==> config.mk <==
export PLATFORM = sky130hd
export DESIGN_NAME = lte_downlink_re_count
export DESIGN_NICKNAME = d
export VERILOG_FILES = /design/src/rtl/core/rlc_pkg.sv /design/src/rtl/core/rlc_cfg.sv /design/src/rtl/core/rlc_calc.sv /design/src/rtl/core/lte_downlink_re_count.sv
export SDC_FILE = /design/constraint.sdc
export NUM_CORES = 1
export LEC_CHECK = 0
export ABC_AREA = 1
export BUFFER_PORTS_ARGS = -buffer_cell sky130_fd_sc_hd__buf_2
export CAP_MARGIN = 0
export CORE_ASPECT_RATIO = 1.25
export CORE_UTILIZATION = 61
export DETAILED_ROUTE_END_ITERATION = 12
export PLACE_DENSITY = 0.9
export SYNTH_ARGS = -nofsm -noshare
export SYNTH_HDL_FRONTEND = slang
export SYNTH_SLANG_ARGS = --single-unit
==> constraint.sdc <==
create_clock -name clk_i -period 6.25 [get_ports clk_i]
set_input_delay 0 -clock clk_i [delete_from_list [all_inputs] [get_ports clk_i]]
set_output_delay 0 -clock clk_i [all_outputs]
set_load 0.05 [all_outputs]
==> src/rtl/core/rlc_pkg.sv <==
package rlc_pkg;

  // Slots in one radio frame; slot 0 and the half-frame slot carry sync.
  localparam int unsigned SlotsPerFrame = 20;
  localparam int unsigned SyncSlotB     = SlotsPerFrame / 2;

  localparam int unsigned BwW   = 7;
  localparam int unsigned SymW  = 3;
  localparam int unsigned ModeW = 3;
  localparam int unsigned CfiW  = 2;
  localparam int unsigned SlotW = 5;
  localparam int unsigned BlkW  = 7;
  localparam int unsigned CntW  = 7;
  localparam int unsigned CfgDataW = 7;

  // Reset values of the configuration registers.
  localparam logic [BwW-1:0]  BwReset  = 7'd100;
  localparam logic [SymW-1:0] SymReset = 3'd7;

  // Configuration register indexes.
  typedef enum logic {
    REG_BANDWIDTH = 1'b0,
    REG_SYMBOLS   = 1'b1
  } cfg_reg_e;

  // Channel modes.
  typedef enum logic [ModeW-1:0] {
    MODE_PDSCH = 3'd0,
    MODE_PBCH  = 3'd1,
    MODE_SYNC  = 3'd2,
    MODE_CTRL  = 3'd3,
    MODE_PMCH  = 3'd4
  } mode_e;

  typedef struct packed {
    logic [BwW-1:0]  bandwidth_blocks;
    logic [SymW-1:0] symbols_per_slot;
  } cfg_t;

  typedef struct packed {
    logic [ModeW-1:0] mode;
    logic [CfiW-1:0]  cfi;
    logic [SlotW-1:0] slot;
    logic [BlkW-1:0]  block;
  } query_t;

  typedef struct packed {
    logic [CntW-1:0] re_count;
    logic [SymW-1:0] first_symbol;
    logic [SymW-1:0] last_symbol;
    logic            invalid;
  } result_t;

  typedef struct packed {
    logic           ok;
    logic [BlkW-1:0] lo;
    logic [BlkW-1:0] n;
  } central_t;

  // Central block range for each supported bandwidth.
  function automatic central_t central_range(logic [BwW-1:0] bw);
    central_t r;
    r = '{ok: 1'b1, lo: 7'd0, n: 7'd0};
    case (bw)
      7'd6:    begin r.lo = 7'd0;  r.n = 7'd6; end
      7'd7:    begin r.lo = 7'd0;  r.n = 7'd7; end
      7'd15:   begin r.lo = 7'd4;  r.n = 7'd7; end
      7'd25:   begin r.lo = 7'd9;  r.n = 7'd7; end
      7'd50:   begin r.lo = 7'd22; r.n = 7'd6; end
      7'd75:   begin r.lo = 7'd34; r.n = 7'd7; end
      7'd100:  begin r.lo = 7'd47; r.n = 7'd6; end
      default: begin r.ok = 1'b0;  r.lo = 7'd0; r.n = 7'd0; end
    endcase
    return r;
  endfunction

endpackage

==> src/rtl/core/rlc_cfg.sv <==
module rlc_cfg (
  input  logic                         clk_i,
  input  logic                         rst_ni,
  input  logic                         cfg_we_i,
  input  logic                         cfg_idx_i,
  input  logic [rlc_pkg::CfgDataW-1:0] cfg_data_i,
  output rlc_pkg::cfg_t                cfg_o
);

  rlc_pkg::cfg_t cfg_q, cfg_d;

  // Register writes select a field by index; other fields keep their value.
  always_comb begin
    cfg_d = cfg_q;
    if (cfg_we_i) begin
      case (cfg_idx_i)
        rlc_pkg::REG_BANDWIDTH: cfg_d.bandwidth_blocks = cfg_data_i[rlc_pkg::BwW-1:0];
        rlc_pkg::REG_SYMBOLS:   cfg_d.symbols_per_slot = cfg_data_i[rlc_pkg::SymW-1:0];
        default:                cfg_d = cfg_q;
      endcase
    end
  end

  always_ff @(posedge clk_i or negedge rst_ni) begin
    if (!rst_ni) begin
      cfg_q.bandwidth_blocks <= rlc_pkg::BwReset;
      cfg_q.symbols_per_slot <= rlc_pkg::SymReset;
    end else begin
      cfg_q <= cfg_d;
    end
  end

  assign cfg_o = cfg_q;

endmodule

==> src/rtl/core/rlc_calc.sv <==
module rlc_calc (
  input  rlc_pkg::cfg_t    cfg_i,
  input  rlc_pkg::query_t  query_i,
  output rlc_pkg::result_t result_o
);

  localparam int unsigned AW = 10;

  rlc_pkg::central_t   cr;
  logic                bad;
  logic                central;
  logic                edge_blk;
  logic                sync_slot;
  logic                even_slot;
  logic [rlc_pkg::BlkW:0] hi_excl;
  logic signed [AW-1:0] s;
  logic signed [AW-1:0] cfi;
  logic signed [AW-1:0] ctl;
  logic signed [AW-1:0] res;
  logic signed [AW-1:0] first;
  logic signed [AW-1:0] last;
  logic [1:0]           cfi_max;

  // Validity checks and block classification.
  always_comb begin
    cr        = rlc_pkg::central_range(cfg_i.bandwidth_blocks);
    hi_excl   = {1'b0, cr.lo} + {1'b0, cr.n};
    central   = (query_i.block >= cr.lo) && ({1'b0, query_i.block} < hi_excl);
    edge_blk  = central && cr.n[0] &&
                ((query_i.block == cr.lo) ||
                 ({1'b0, query_i.block} == hi_excl - 8'd1));
    sync_slot = (query_i.slot == 5'd0) ||
                (query_i.slot == rlc_pkg::SlotW'(rlc_pkg::SyncSlotB));
    even_slot = !query_i.slot[0];
    cfi_max   = (query_i.mode == rlc_pkg::MODE_PMCH) ? 2'd2 : 2'd3;
    bad       = !cr.ok ||
                (query_i.block >= cfg_i.bandwidth_blocks) ||
                (query_i.slot >= rlc_pkg::SlotW'(rlc_pkg::SlotsPerFrame)) ||
                (query_i.mode > rlc_pkg::MODE_PMCH) ||
                (query_i.cfi == 2'd0) || (query_i.cfi > cfi_max);
  end

  // Region rules per channel, in signed arithmetic before saturation.
  always_comb begin
    s     = AW'(signed'({1'b0, cfg_i.symbols_per_slot}));
    cfi   = AW'(signed'({1'b0, query_i.cfi}));
    ctl   = cfi + ((cfg_i.bandwidth_blocks == 7'd6) ? 10'sd1 : 10'sd0);
    res   = '0;
    first = '0;
    last  = '0;
    case (query_i.mode)
      rlc_pkg::MODE_PDSCH: begin
        res   = s * 10'sd12 - 10'sd8;
        first = '0;
        last  = s;
        if (central && sync_slot) begin
          res  = (s - 10'sd2) * 10'sd12 - ((s == 10'sd7) ? 10'sd4 : 10'sd0);
          last = s - 10'sd2;
          if (edge_blk) begin
            res  = res + 10'sd12;
            last = s;
          end
        end else if (central && (query_i.slot == 5'd1)) begin
          res   = (s - 10'sd4) * 10'sd12 - 10'sd4;
          first = 10'sd4;
          last  = s;
          if (edge_blk) begin
            res   = res + 10'sd22;
            first = '0;
          end
        end
        if (even_slot) begin
          res   = res - (ctl * 10'sd12 - 10'sd4);
          first = cfi;
        end
      end
      rlc_pkg::MODE_PBCH: begin
        first = s;
        last  = s;
        if (central && !edge_blk && (query_i.slot == 5'd1)) begin
          res   = 10'sd40;
          first = '0;
          last  = 10'sd4;
        end
      end
      rlc_pkg::MODE_SYNC: begin
        first = s;
        last  = s;
        if (central && !edge_blk && sync_slot) begin
          res   = 10'sd24;
          first = s - 10'sd2;
        end
      end
      rlc_pkg::MODE_CTRL: begin
        if (!even_slot) begin
          first = s;
          last  = s;
        end else begin
          res  = ctl * 10'sd12 - 10'sd4;
          last = ctl;
        end
      end
      default: begin
        last = 10'sd6;
        if (!even_slot) begin
          res = 10'sd60;
        end else begin
          res   = (10'sd6 - cfi) * 10'sd12 - 10'sd6;
          first = cfi;
        end
      end
    endcase
  end

  // Saturate to the field ranges; unsupported queries give zero fields with invalid set.
  always_comb begin
    result_o = '0;
    if (bad) begin
      result_o.invalid = 1'b1;
    end else begin
      result_o.re_count     = (res < 0) ? '0 :
                              (res > 10'sd127) ? 7'd127 : res[rlc_pkg::CntW-1:0];
      result_o.first_symbol = (first < 0) ? '0 :
                              (first > 10'sd7) ? 3'd7 : first[rlc_pkg::SymW-1:0];
      result_o.last_symbol  = (last < 0) ? '0 :
                              (last > 10'sd7) ? 3'd7 : last[rlc_pkg::SymW-1:0];
    end
  end

endmodule

==> src/rtl/core/lte_downlink_re_count.sv <==
// Downlink resource element count lookup, one query per beat.
//
// Input channel: a query (mode_i, cfi_i, slot_i, block_i) is taken at each
// rising clock edge with start_i high and busy_o low. busy_o stays low, so
// a query can be issued in every cycle.
// Result channel: valid_o is high for one cycle with re_count_o,
// first_symbol_o, last_symbol_o and invalid_o. The receiver cannot stall;
// each result is taken in the cycle that it is shown.
// Order: a query taken at an edge is registered in the input register, the
// lookup logic runs on it in the following cycle, and valid_o rises as the
// result register loads. Throughput is one query per cycle, set by the
// single input register to result register stage.
// Configuration: cfg_we_i writes cfg_data_i to the register named by
// cfg_idx_i (0 bandwidth in blocks, 1 symbols per slot); the user must write
// only while no query is in flight, as the block does not enforce it.
// Reset: the bandwidth returns to 100 blocks, symbols per slot to 7, and
// any queries in flight are dropped.
module lte_downlink_re_count (
  input  logic                         clk_i,
  input  logic                         rst_ni,
  input  logic                         start_i,
  output logic                         busy_o,
  input  logic [rlc_pkg::ModeW-1:0]    mode_i,
  input  logic [rlc_pkg::CfiW-1:0]     cfi_i,
  input  logic [rlc_pkg::SlotW-1:0]    slot_i,
  input  logic [rlc_pkg::BlkW-1:0]     block_i,
  input  logic                         cfg_we_i,
  input  logic                         cfg_idx_i,
  input  logic [rlc_pkg::CfgDataW-1:0] cfg_data_i,
  output logic                         valid_o,
  output logic [rlc_pkg::CntW-1:0]     re_count_o,
  output logic [rlc_pkg::SymW-1:0]     first_symbol_o,
  output logic [rlc_pkg::SymW-1:0]     last_symbol_o,
  output logic                         invalid_o
);

  rlc_pkg::cfg_t    cfg;
  rlc_pkg::query_t  query_q;
  rlc_pkg::result_t result_d, result_q;
  logic             in_vld_q;
  logic             out_vld_q;

  assign busy_o = 1'b0;

  rlc_cfg u_cfg (
    .clk_i      (clk_i),
    .rst_ni     (rst_ni),
    .cfg_we_i   (cfg_we_i),
    .cfg_idx_i  (cfg_idx_i),
    .cfg_data_i (cfg_data_i),
    .cfg_o      (cfg)
  );

  // Valid bits of the input and result stages.
  always_ff @(posedge clk_i or negedge rst_ni) begin
    if (!rst_ni) begin
      in_vld_q  <= 1'b0;
      out_vld_q <= 1'b0;
    end else begin
      in_vld_q  <= start_i && !busy_o;
      out_vld_q <= in_vld_q;
    end
  end

  // Input register for the query beat.
  always_ff @(posedge clk_i) begin
    if (start_i && !busy_o) begin
      query_q <= '{mode: mode_i, cfi: cfi_i, slot: slot_i, block: block_i};
    end
  end

  rlc_calc u_calc (
    .cfg_i    (cfg),
    .query_i  (query_q),
    .result_o (result_d)
  );

  // Result register.
  always_ff @(posedge clk_i) begin
    if (in_vld_q) begin
      result_q <= result_d;
    end
  end

  assign valid_o        = out_vld_q;
  assign re_count_o     = result_q.re_count;
  assign first_symbol_o = result_q.first_symbol;
  assign last_symbol_o  = result_q.last_symbol;
  assign invalid_o      = result_q.invalid;

`ifndef SYNTHESIS
  // Each accepted query yields a result through the input and result registers.
  a_result_follows: assert property (@(posedge clk_i) disable iff (!rst_ni)
    (start_i && !busy_o) |=> ##1 valid_o)
    else $error("query accepted without a result two cycles later");

  // A result only appears for a query held in the input stage.
  a_no_spurious: assert property (@(posedge clk_i) disable iff (!rst_ni)
    valid_o |-> $past(in_vld_q))
    else $error("result beat without a query in the input stage");

  // Unsupported queries report all zero fields.
  a_invalid_zero: assert property (@(posedge clk_i) disable iff (!rst_ni)
    (valid_o && invalid_o) |->
      (re_count_o == '0 && first_symbol_o == '0 && last_symbol_o == '0))
    else $error("invalid result carries nonzero fields");

  // No channel region holds more than a full block of resource elements.
  a_count_bound: assert property (@(posedge clk_i) disable iff (!rst_ni)
    valid_o |-> (re_count_o <= 7'd84))
    else $error("resource element count above a full block");
`endif

endmodule

Word level (Yosys, flattened, before mapping)

Cells that the tools add are included.

Bits in registers: 43
Logic and storage cells: 120

Add/subtract/negate cells: 14
Multipliers: 5
Magnitude comparators: 12
Equal/unequal tests: 16
Mux-type cells: 34
Bitwise gates (word level): 1
Reduce and logical (&&, ||, !) cells: 26

Operator list:

| cell                                                                              | number |
|---|---|
| 10-bit 2-to-1 mux                                                                 | 15 |
| 10-bit case mux with 4 select lines                                               | 3 |
| 13-bit case mux with 7 select lines                                               | 1 |
| 10-bit by 3-bit multiplier with 8-bit output (second input constant)              | 4 |
| 10-bit by 1-bit < comparator with 1-bit output (second input constant)            | 3 |
| 10-bit by 4-bit subtractor with 10-bit output (second input constant)             | 3 |
| 3-bit 2-to-1 mux                                                                  | 7 |
| 10-bit by 4-bit greater-than comparator with 1-bit output (second input constant) | 2 |
| 10-bit subtractor                                                                 | 2 |
| 7-bit by 3-bit == test with 1-bit output (second input constant)                  | 2 |
| 7-bit == test (second input constant)                                             | 2 |
| 10-bit by 5-bit adder with 10-bit output (second input constant)                  | 1 |
| 10-bit by 6-bit adder with 10-bit output (second input constant)                  | 1 |
| 3-bit by 10-bit adder with 10-bit output                                          | 1 |
| 10-bit by 8-bit greater-than comparator with 1-bit output (second input constant) | 1 |
| 10-bit by 5-bit subtractor with 10-bit output (second input constant)             | 1 |
| 6-bit by 7-bit adder with 8-bit output                                            | 1 |
| 7-bit by 8-bit == test with 1-bit output                                          | 1 |
| 1-bit logical AND                                                                 | 8 |
| 7-bit by 8-bit < comparator with 1-bit output                                     | 1 |
| 8-bit by 1-bit subtractor with 8-bit output (second input constant)               | 1 |
| 7-bit by 4-bit == test with 1-bit output (second input constant)                  | 1 |
| 7-bit by 5-bit == test with 1-bit output (second input constant)                  | 1 |
| 7-bit by 6-bit == test with 1-bit output                                          | 1 |
| 29 further kinds                                                                  | 44 |

Logic depth before layout (Yosys ltp)

Gate-level depths: netlist of the first run.

Depth after elaboration: 16
Gate-level depth with buffers: 49
Depth with buffers taken out: 49

Cells and area by module

Synthesis of the first run repeated with hierarchy kept, for this count alone.

Cell total of the unflattened synthesis: 671
Area total of the unflattened synthesis: 4969.8 um^2

Modules (own cells, without submodules):

| module                | times used | cells an instance | area an instance (um^2) | sequential area each (um^2) |
|---|---|---|---|---|
| rlc_calc              | 1          | 592               | 3564.7                  | 0.0 |
| lte_downlink_re_count | 1          | 35                | 992.2                   | 980.9 |
| rlc_cfg               | 1          | 44                | 412.9                   | 257.7 |

Least setup slack after synthesis of the first run

OpenSTA, ideal clock, no wires.

Path type: register to register
Start: reg u_cfg.cfg_q, in the netlist u_cfg.cfg_o[9]
End: reg result_q, in the netlist re_count_o[3] (data pin)
Setup time: 256 ps
Data arrival time: 5187 ps
Required time: 5994 ps
Path slack: 806 ps
Stages on the path, launching flop included: 46
Path through: dfstp_2 -> inv_2 -> nand2_1 -> nor2_1 -> nor2_1 -> nand2_1 -> ha_1 -> ha_1 -> nor2_2 -> nand3_2 -> nand2_2 -> inv_1 -> ha_1 -> nand3_1 -> a21oi_1 -> o21ai_0 -> nand2_1 -> a21oi_1 -> (+10 left out) -> inv_1 -> fa_1 -> nand2_1 -> inv_1 -> nor2_1 -> nor2_1 -> nor2_1 -> nor2_1 -> nand3_1 -> nand3b_1 -> nand2_1 -> nand3_1 -> nand2_1 -> nand2_1 -> nand2_1 -> nand2_1 -> nand3_2 -> nand2_1

Longest elaborated chain between the ends: 16
Elaborated cells on any way between the ends: 52

Ends and longest elaborated chain:

| element                                                                                           | line                        | RTL |
|---|---|---|
| start: declaration                                                                                | rlc_cfg.sv:10               | `rlc_pkg::cfg_t cfg_q, cfg_d;` |
| start signal: assignment                                                                          | rlc_cfg.sv:29               | `cfg_q <= cfg_d;` |
| parallel branches: the longest is 16 deep, another holds 3-bit by 10-bit adder with 10-bit output | --                          |  |
| end signal: assignment                                                                            | lte_downlink_re_count.sv:81 | `result_q <= result_d;` |
| end: declaration                                                                                  | lte_downlink_re_count.sv:39 | `rlc_pkg::result_t result_d, result_q;` |

Several ways; the timed one is not identified. The select of a mux whose other input is x is not followed.
A chain may end at the register's enable or synchronous reset.

Worst setup path after layout of the first run

Start: reg u_cfg.cfg_q, in the netlist u_cfg.cfg_o[9]
End: reg result_q, in the netlist re_count_o[1] (data pin)

Same word-level chain as after synthesis.

==> impl_metrics.tcl, run 1 <==
set metrics [dict create \
    ys_seq_area_frac 0.260 \
    gr-total-overflow 0 \
    grt_pass1_vias 4630 \
    yosys_warnings 0 \
    ys_seq_elements 43 \
    p_leak_uw 0.00272 \
    synth_top_cell_area_share 0.195 \
    stdcell_area_um2 5460 \
    outcome "finished clean" \
    p_int_uw 634 \
    drc 0 \
    syn_area_per_cell_um2 7.26 \
    period_needed_ns 5.70 \
    pwr_density_cell_nw_per_um2 210 \
    clk-insertion-delay-late_ns 0.30 \
    rsz0062_at_grt "no" \
    track_usage 0.325 \
    gp_congestion 0.983 \
    firstDrtPassIters 6 \
    final_layout_size_suffix_gt1_frac 0.151 \
    cp-start-kind "flop" \
    grt_util_met1 0.343 \
    worst_pin_slew_ns 0.740 \
    ir_drop_mv 0.152 \
    switchingPower_uw 514 \
    startpoint "u_cfg.cfg_o[9]" \
    reg2reg_from "u_cfg.cfg_o[9]" \
    grt_max_degree 19 \
    nets 821 \
    grt_pass1_wl_um 20400 \
    cts_buffers 5 \
    async_reset_ff_frac 0.279 \
    fmax_mhz 175 \
    setup_viol 0 \
    mostFrequentLayoutCells "138 x nand2_1, 100 x inv_1, 66 x nor2_1" \
    dieArea_um2 8170 \
    yosysTopAreaCell "edfxtp_1" \
    crit_path_frequent_cell "nand2_1" \
    timing.rr.end "re_count_o[1]" \
    maxCapViolCount 0 \
    start_util 0.636 \
    n_antenna_cell 0 \
    finalWirelength_um 12400 \
    drt-initial-drc-count 400 \
    final_common_cell "nand2_1" \
    hold_viol_final 0 \
    placed_area_um2 5060 \
    dieHeight_um 101 \
    cts_tree "built" \
    antenna_found_initial 0 \
    slew_headroom 0.506 \
    critPathMaxStageDelay_ns 0.59 \
    grtUsageMet2 0.611 \
    min_from "cfg_idx_i" \
    r2r_cells 44 \
    root_buffer "clkbuf_8" \
    clk_transition_reported_paths_ns 0.09 \
    portBuffers 43 \
    synth.top_cells.by_area "edfxtp_1 20%, ha_1 16%, nand2_1 11%" \
    boundaryPins 45 \
    clkSinkCount 43 \
    combPwrFrac 0.519 \
    vias 4616 \
    coreArea_um2 7490 \
    finalClockSkew_ns 0.0129 \
    vias_per_cell 5.64 \
    netSwitchingFraction 0.448 \
    post-route-period-util 0.912 \
    hold_class "input port to flop" \
    antenna_left 0 \
    reg2reg_slack_ns 0.55 \
    rows 35 \
    synth-edff-count 31 \
    synthFlopType "edfxtp_1" \
    ys_types 50 \
    ctsHtreeMaxLevel 2 \
    arrival_ns 5.76 \
    path_max_fanout 13 \
    final.setup.tns_ns 0 \
    endpoint "re_count_o[1]" \
    top_usage_layer "met2" \
    seqPwrFrac 0.323 \
    wl_per_cell_um 15.1 \
    required_ns 6.31 \
    die_w_um 81.1 \
    synth_area_um2 4760 \
    synth_nets 751 \
    critPathKind "flop to flop" \
    crit_path_end_kind "flop" \
    netlist_instances 656 \
    use_met3 0.0416 \
    cts_buffer_depth 2 \
    maxSlewViolCount 0 \
    dp_hpwl_um 9680 \
    slowest_stage "dfstp_2" \
    clkPwrFrac 0.158 \
    area_growth_pct 14.5 \
]
-- per-stage QoR --
step                cells  power [uW]  hold slack [ns]   util  setup WS [ns]
global placement      784         913           -0.113  0.676          0.410
detailed placement    784         939           -0.106  0.676          0.133
CTS                   817        1130           0.0259  0.721         0.0993
floorplan             656         811           -0.296      -          0.806
finish                819        1150           0.0529  0.729          0.549
global route          819        1240           0.0633  0.729         0.0127
-- cell type report --
cell class	instances	area [um2]
Clock inverter	2	12.5
Fill cell	588	2030
Sequential cell	43	1240
Multi-Input combinational cell	494	3110
Tap cell	92	115
Clock buffer	6	72.6
Timing Repair Buffer	72	495
Inverter	110	417
-- flip-flops by register name, indices dropped and copies added, names as in the netlist --
| signal | flops |
|---|---|
| query_q | 17 |
| invalid_o | 1 |
| last_symbol_o | 3 |
| in_vld_q | 1 |
| valid_o | 1 |
| re_count_o | 7 |
| first_symbol_o | 3 |
| u_cfg.cfg_o | 10 |
-- synthesized netlist by cell type (9+ instances only) --
library cell,n
nand2_1,140
inv_1,101
nor2_1,70
ha_1,60
nand3_1,46
o21ai_0,33
edfxtp_1,31
a21oi_1,24
xor2_1,17
nor2_2,10
xnor2_1,10
nand2_2,9
-- power by group through the flow --
stage | logic (uW) | clock network [uW] | registers (uW)
after floorplan | 437 | 0 | 374
after global placement | 538 | 0 | 375
after detailed placement | 563 | 0 | 376
after CTS | 578 | 182 | 370
after global routing | 676 | 193 | 375
final | 596 | 182 | 371
-- repair_timing --
item,in CTS,in global routing
setup buffers,0,2
setup endpoints to repair,0,7
hold buffers,25,0
endpoints found under the hold margin,39,0
gates resized for setup,0,14
-- cell families after synthesis --
kind of cell,after synthesis,synth area share
AND/OR/NAND/NOR,304,0.286
other,2,0.00158
XOR/XNOR,27,0.0496
adder cells (fa/ha/maj),66,0.183
flip-flops,43,0.260
buffers and inverters,119,0.0961
AO/OA/AOI/OAI,95,0.124
-- layer usage --
| layer | vias to the layer above | part of all wire |
|---|---|---|
| li1 | 2289 | - |
| met1 | 2095 | 0.37 |
| met2 | 191 | 0.53 |
| met3 | 41 | 0.055 |
| met4 | 0 | 0.042 |
| met5 | - | 0 |
-- worst min path at each step --
stage                          end  slack (ns)  depth (start not counted)
CTS                 u_cfg.cfg_o[2]        0.03                          3
global placement    u_cfg.cfg_o[4]       -0.11                          1
finish              u_cfg.cfg_o[1]        0.05                          3
floorplan                 in_vld_q       -0.30                          0
global route              in_vld_q        0.06                          1
detailed placement  u_cfg.cfg_o[3]       -0.11                          1
-- worst max-delay path, delay by kind of cell, from the launching register on --
kind | cells | cell delay (ns)
AND/OR/NAND/NOR | 30 | 2.92
adder cells (fa/ha/maj) | 5 | 1.23
flip-flops | 1 | 0.59
AO/OA/AOI/OAI | 4 | 0.44
buffers and inverters | 5 | 0.29
Power figures use the tool's default switching activity.
==> run 2, diff against run 1 <==
--- a/config.mk
+++ b/config.mk
@@ -9,9 +9,9 @@
 export BUFFER_PORTS_ARGS = -buffer_cell sky130_fd_sc_hd__buf_2
 export CAP_MARGIN = 0
 export CORE_ASPECT_RATIO = 1.25
-export CORE_UTILIZATION = 61
+export CORE_UTILIZATION = 45
 export DETAILED_ROUTE_END_ITERATION = 12
-export PLACE_DENSITY = 0.9
+export PLACE_DENSITY = 0.71
 export SYNTH_ARGS = -nofsm -noshare
 export SYNTH_HDL_FRONTEND = slang
 export SYNTH_SLANG_ARGS = --single-unit
==> run 2 against run 1 <==
  * Design area increased by 1.4%
  * Highest routed layer unchanged
  * Hold slack got worse by 0.0028 ns
  * Sequential share of layout area decreased by 0.31 points
  * Sequential cell count unchanged
  * Global-route usage decreased by 9.2 points
  * Die area increased by 35%
  * Largest power group unchanged
  * First-iteration DRC count decreased by 25%
  * Core utilization decreased by 19 points
  * Clock skew decreased by 0.0064 ns
  * Count of clock-buffer cells in the layout unchanged
  * Via count decreased by 2.2%
==> impl_metrics.tcl, run 2 (same netlist as run 1, synthesis figures left out) <==
set metrics [dict create \
    outcome "finished clean" \
    grt_pass1_vias 4345 \
    ctsHtreeMaxLevel 2 \
    vias_per_cell 5.28 \
    dp_hpwl_um 9730 \
    crit_path_end_kind "flop" \
    antenna_left 0 \
    ir_drop_mv 0.161 \
    combPwrFrac 0.483 \
    finalClockSkew_ns 0.00643 \
    hold_viol_final 0 \
    worst_pin_slew_ns 0.598 \
    post-route-period-util 0.918 \
    switchingPower_uw 511 \
    arrival_ns 5.79 \
    seqPwrFrac 0.307 \
    final_layout_size_suffix_gt1_frac 0.145 \
    finalWirelength_um 12100 \
    gp_congestion 0.917 \
    reg2reg_slack_ns 0.51 \
    die_w_um 94.0 \
    slowest_stage "dfstp_2" \
    critPathMaxStageDelay_ns 0.59 \
    critPathKind "flop to flop" \
    regMostFlops "query_q" \
    slew_headroom 0.591 \
    pwr_density_cell_nw_per_um2 219 \
    cts_buffers 5 \
    placed_area_um2 5110 \
    start_util 0.467 \
    p_leak_uw 0.00273 \
    boundaryPins 45 \
    setup_viol 0 \
    n_antenna_cell 0 \
    maxSlewViolCount 0 \
    dieArea_um2 11000 \
    grt_pass1_wl_um 20000 \
    required_ns 6.30 \
    gr-total-overflow 0 \
    portBuffers 43 \
    crit_path_frequent_cell "nand2_1" \
    track_usage 0.233 \
    root_buffer "clkbuf_16" \
    drt-initial-drc-count 302 \
    p_int_uw 698 \
    drc 0 \
    cts_tree "built" \
    period_needed_ns 5.74 \
    dieHeight_um 117 \
    largest_reg_flops 17 \
    clk_transition_reported_paths_ns 0.06 \
    grt_max_degree 19 \
    clk-insertion-delay-late_ns 0.29 \
    cp-start-kind "flop" \
    firstDrtPassIters 6 \
    maxCapViolCount 0 \
    clkSinkCount 43 \
    path_max_fanout 5 \
    netSwitchingFraction 0.423 \
    clkPwrFrac 0.210 \
    wl_per_cell_um 14.2 \
    cts_buffer_depth 2 \
    mostFrequentLayoutCells "138 x nand2_1, 100 x inv_1, 67 x nor2_1" \
    vias 4513 \
    stdcell_area_um2 5530 \
    rows 41 \
    total_power_uw 1210 \
    area_growth_pct 16.1 \
    antenna_found_initial 0 \
    fmax_mhz 174 \
    final_common_cell "nand2_1" \
    hold_class "input port to flop" \
    nets 820 \
    coreArea_um2 10200 \
]
[run 2: power groups by stage]
stage          Clock [uW]  Sequential (uW)  Combinational (uW)
6_report              254              371                 585
5_1_grt               265              375                 667
4_1_cts               255              371                 578
3_5_place_dp            0              377                 562
3_3_place_gp            0              376                 545
2_1_floorplan           0              374                 437
[run 2: metrics by stage]
step / std cells / hold WS (ns) / setup TNS (ns) / utilization / worst slack [ns]
2_1_floorplan: 656 / -0.296 / 0 / - / 0.806
3_3_place_gp: 821 / -0.0976 / 0 / 0.501 / 0.453
3_5_place_dp: 821 / -0.0939 / 0 / 0.501 / 0.249
4_1_cts: 854 / 0.0515 / 0 / 0.539 / 0.228
5_1_grt: 855 / 0.0689 / -0.0276 / 0.542 / -0.0160
6_report: 855 / 0.0501 / 0 / 0.542 / 0.514
[run 2: path summary, 6_finish.rpt]
check | start | to | cells after the start
min reg2reg | u_cfg.cfg_o[5] | u_cfg.cfg_o[5] | 2
max reg2reg | u_cfg.cfg_o[9] | re_count_o[3] | 41
max | u_cfg.cfg_o[9] | re_count_o[3] | 41
min in group asynchronous | rst_ni | valid_o | 2
min | start_i | in_vld_q | 1
max in group asynchronous | rst_ni | u_cfg.cfg_o[0] | 2
[run 2: worst max-delay path: cells and delay by family (launching register included)]
family / cells / cell delay [ns]
and+or+nand+nor: 25 / 2.53
AOI/OAI and AO/OA: 9 / 1.24
adders and majority gates: 3 / 0.82
DFF: 1 / 0.59
buffers and inverters: 4 / 0.33
[run 2: area by class of cell]
cell class              count  area (um2)
repair buffers             71         488
clock buffers               6         129
fillers                   992        4680
flip-flops and latches     43        1240
clock inverters             2        8.76
inverters                 110         417
well taps                 129         161
multi-input cells         494        3090
[run 2: per-layer routing]
| metal | part of all wire | global-route usage | vias up |
|---|---|---|---|
| met4 | 0.025 | 0.0749 | 0 |
| met5 | 0 | 0 | - |
| li1 | - | - | 2286 |
| met3 | 0.040 | 0.0342 | 26 |
| met2 | 0.53 | 0.456 | 128 |
| met1 | 0.40 | 0.255 | 2073 |
[run 2: what timing repair did]
action	CTS	global route
endpoints found under the hold margin	38	0
buffers inserted	0	1
gates resized for setup	0	10
setup endpoints to repair	0	7
hold buffers	25	0
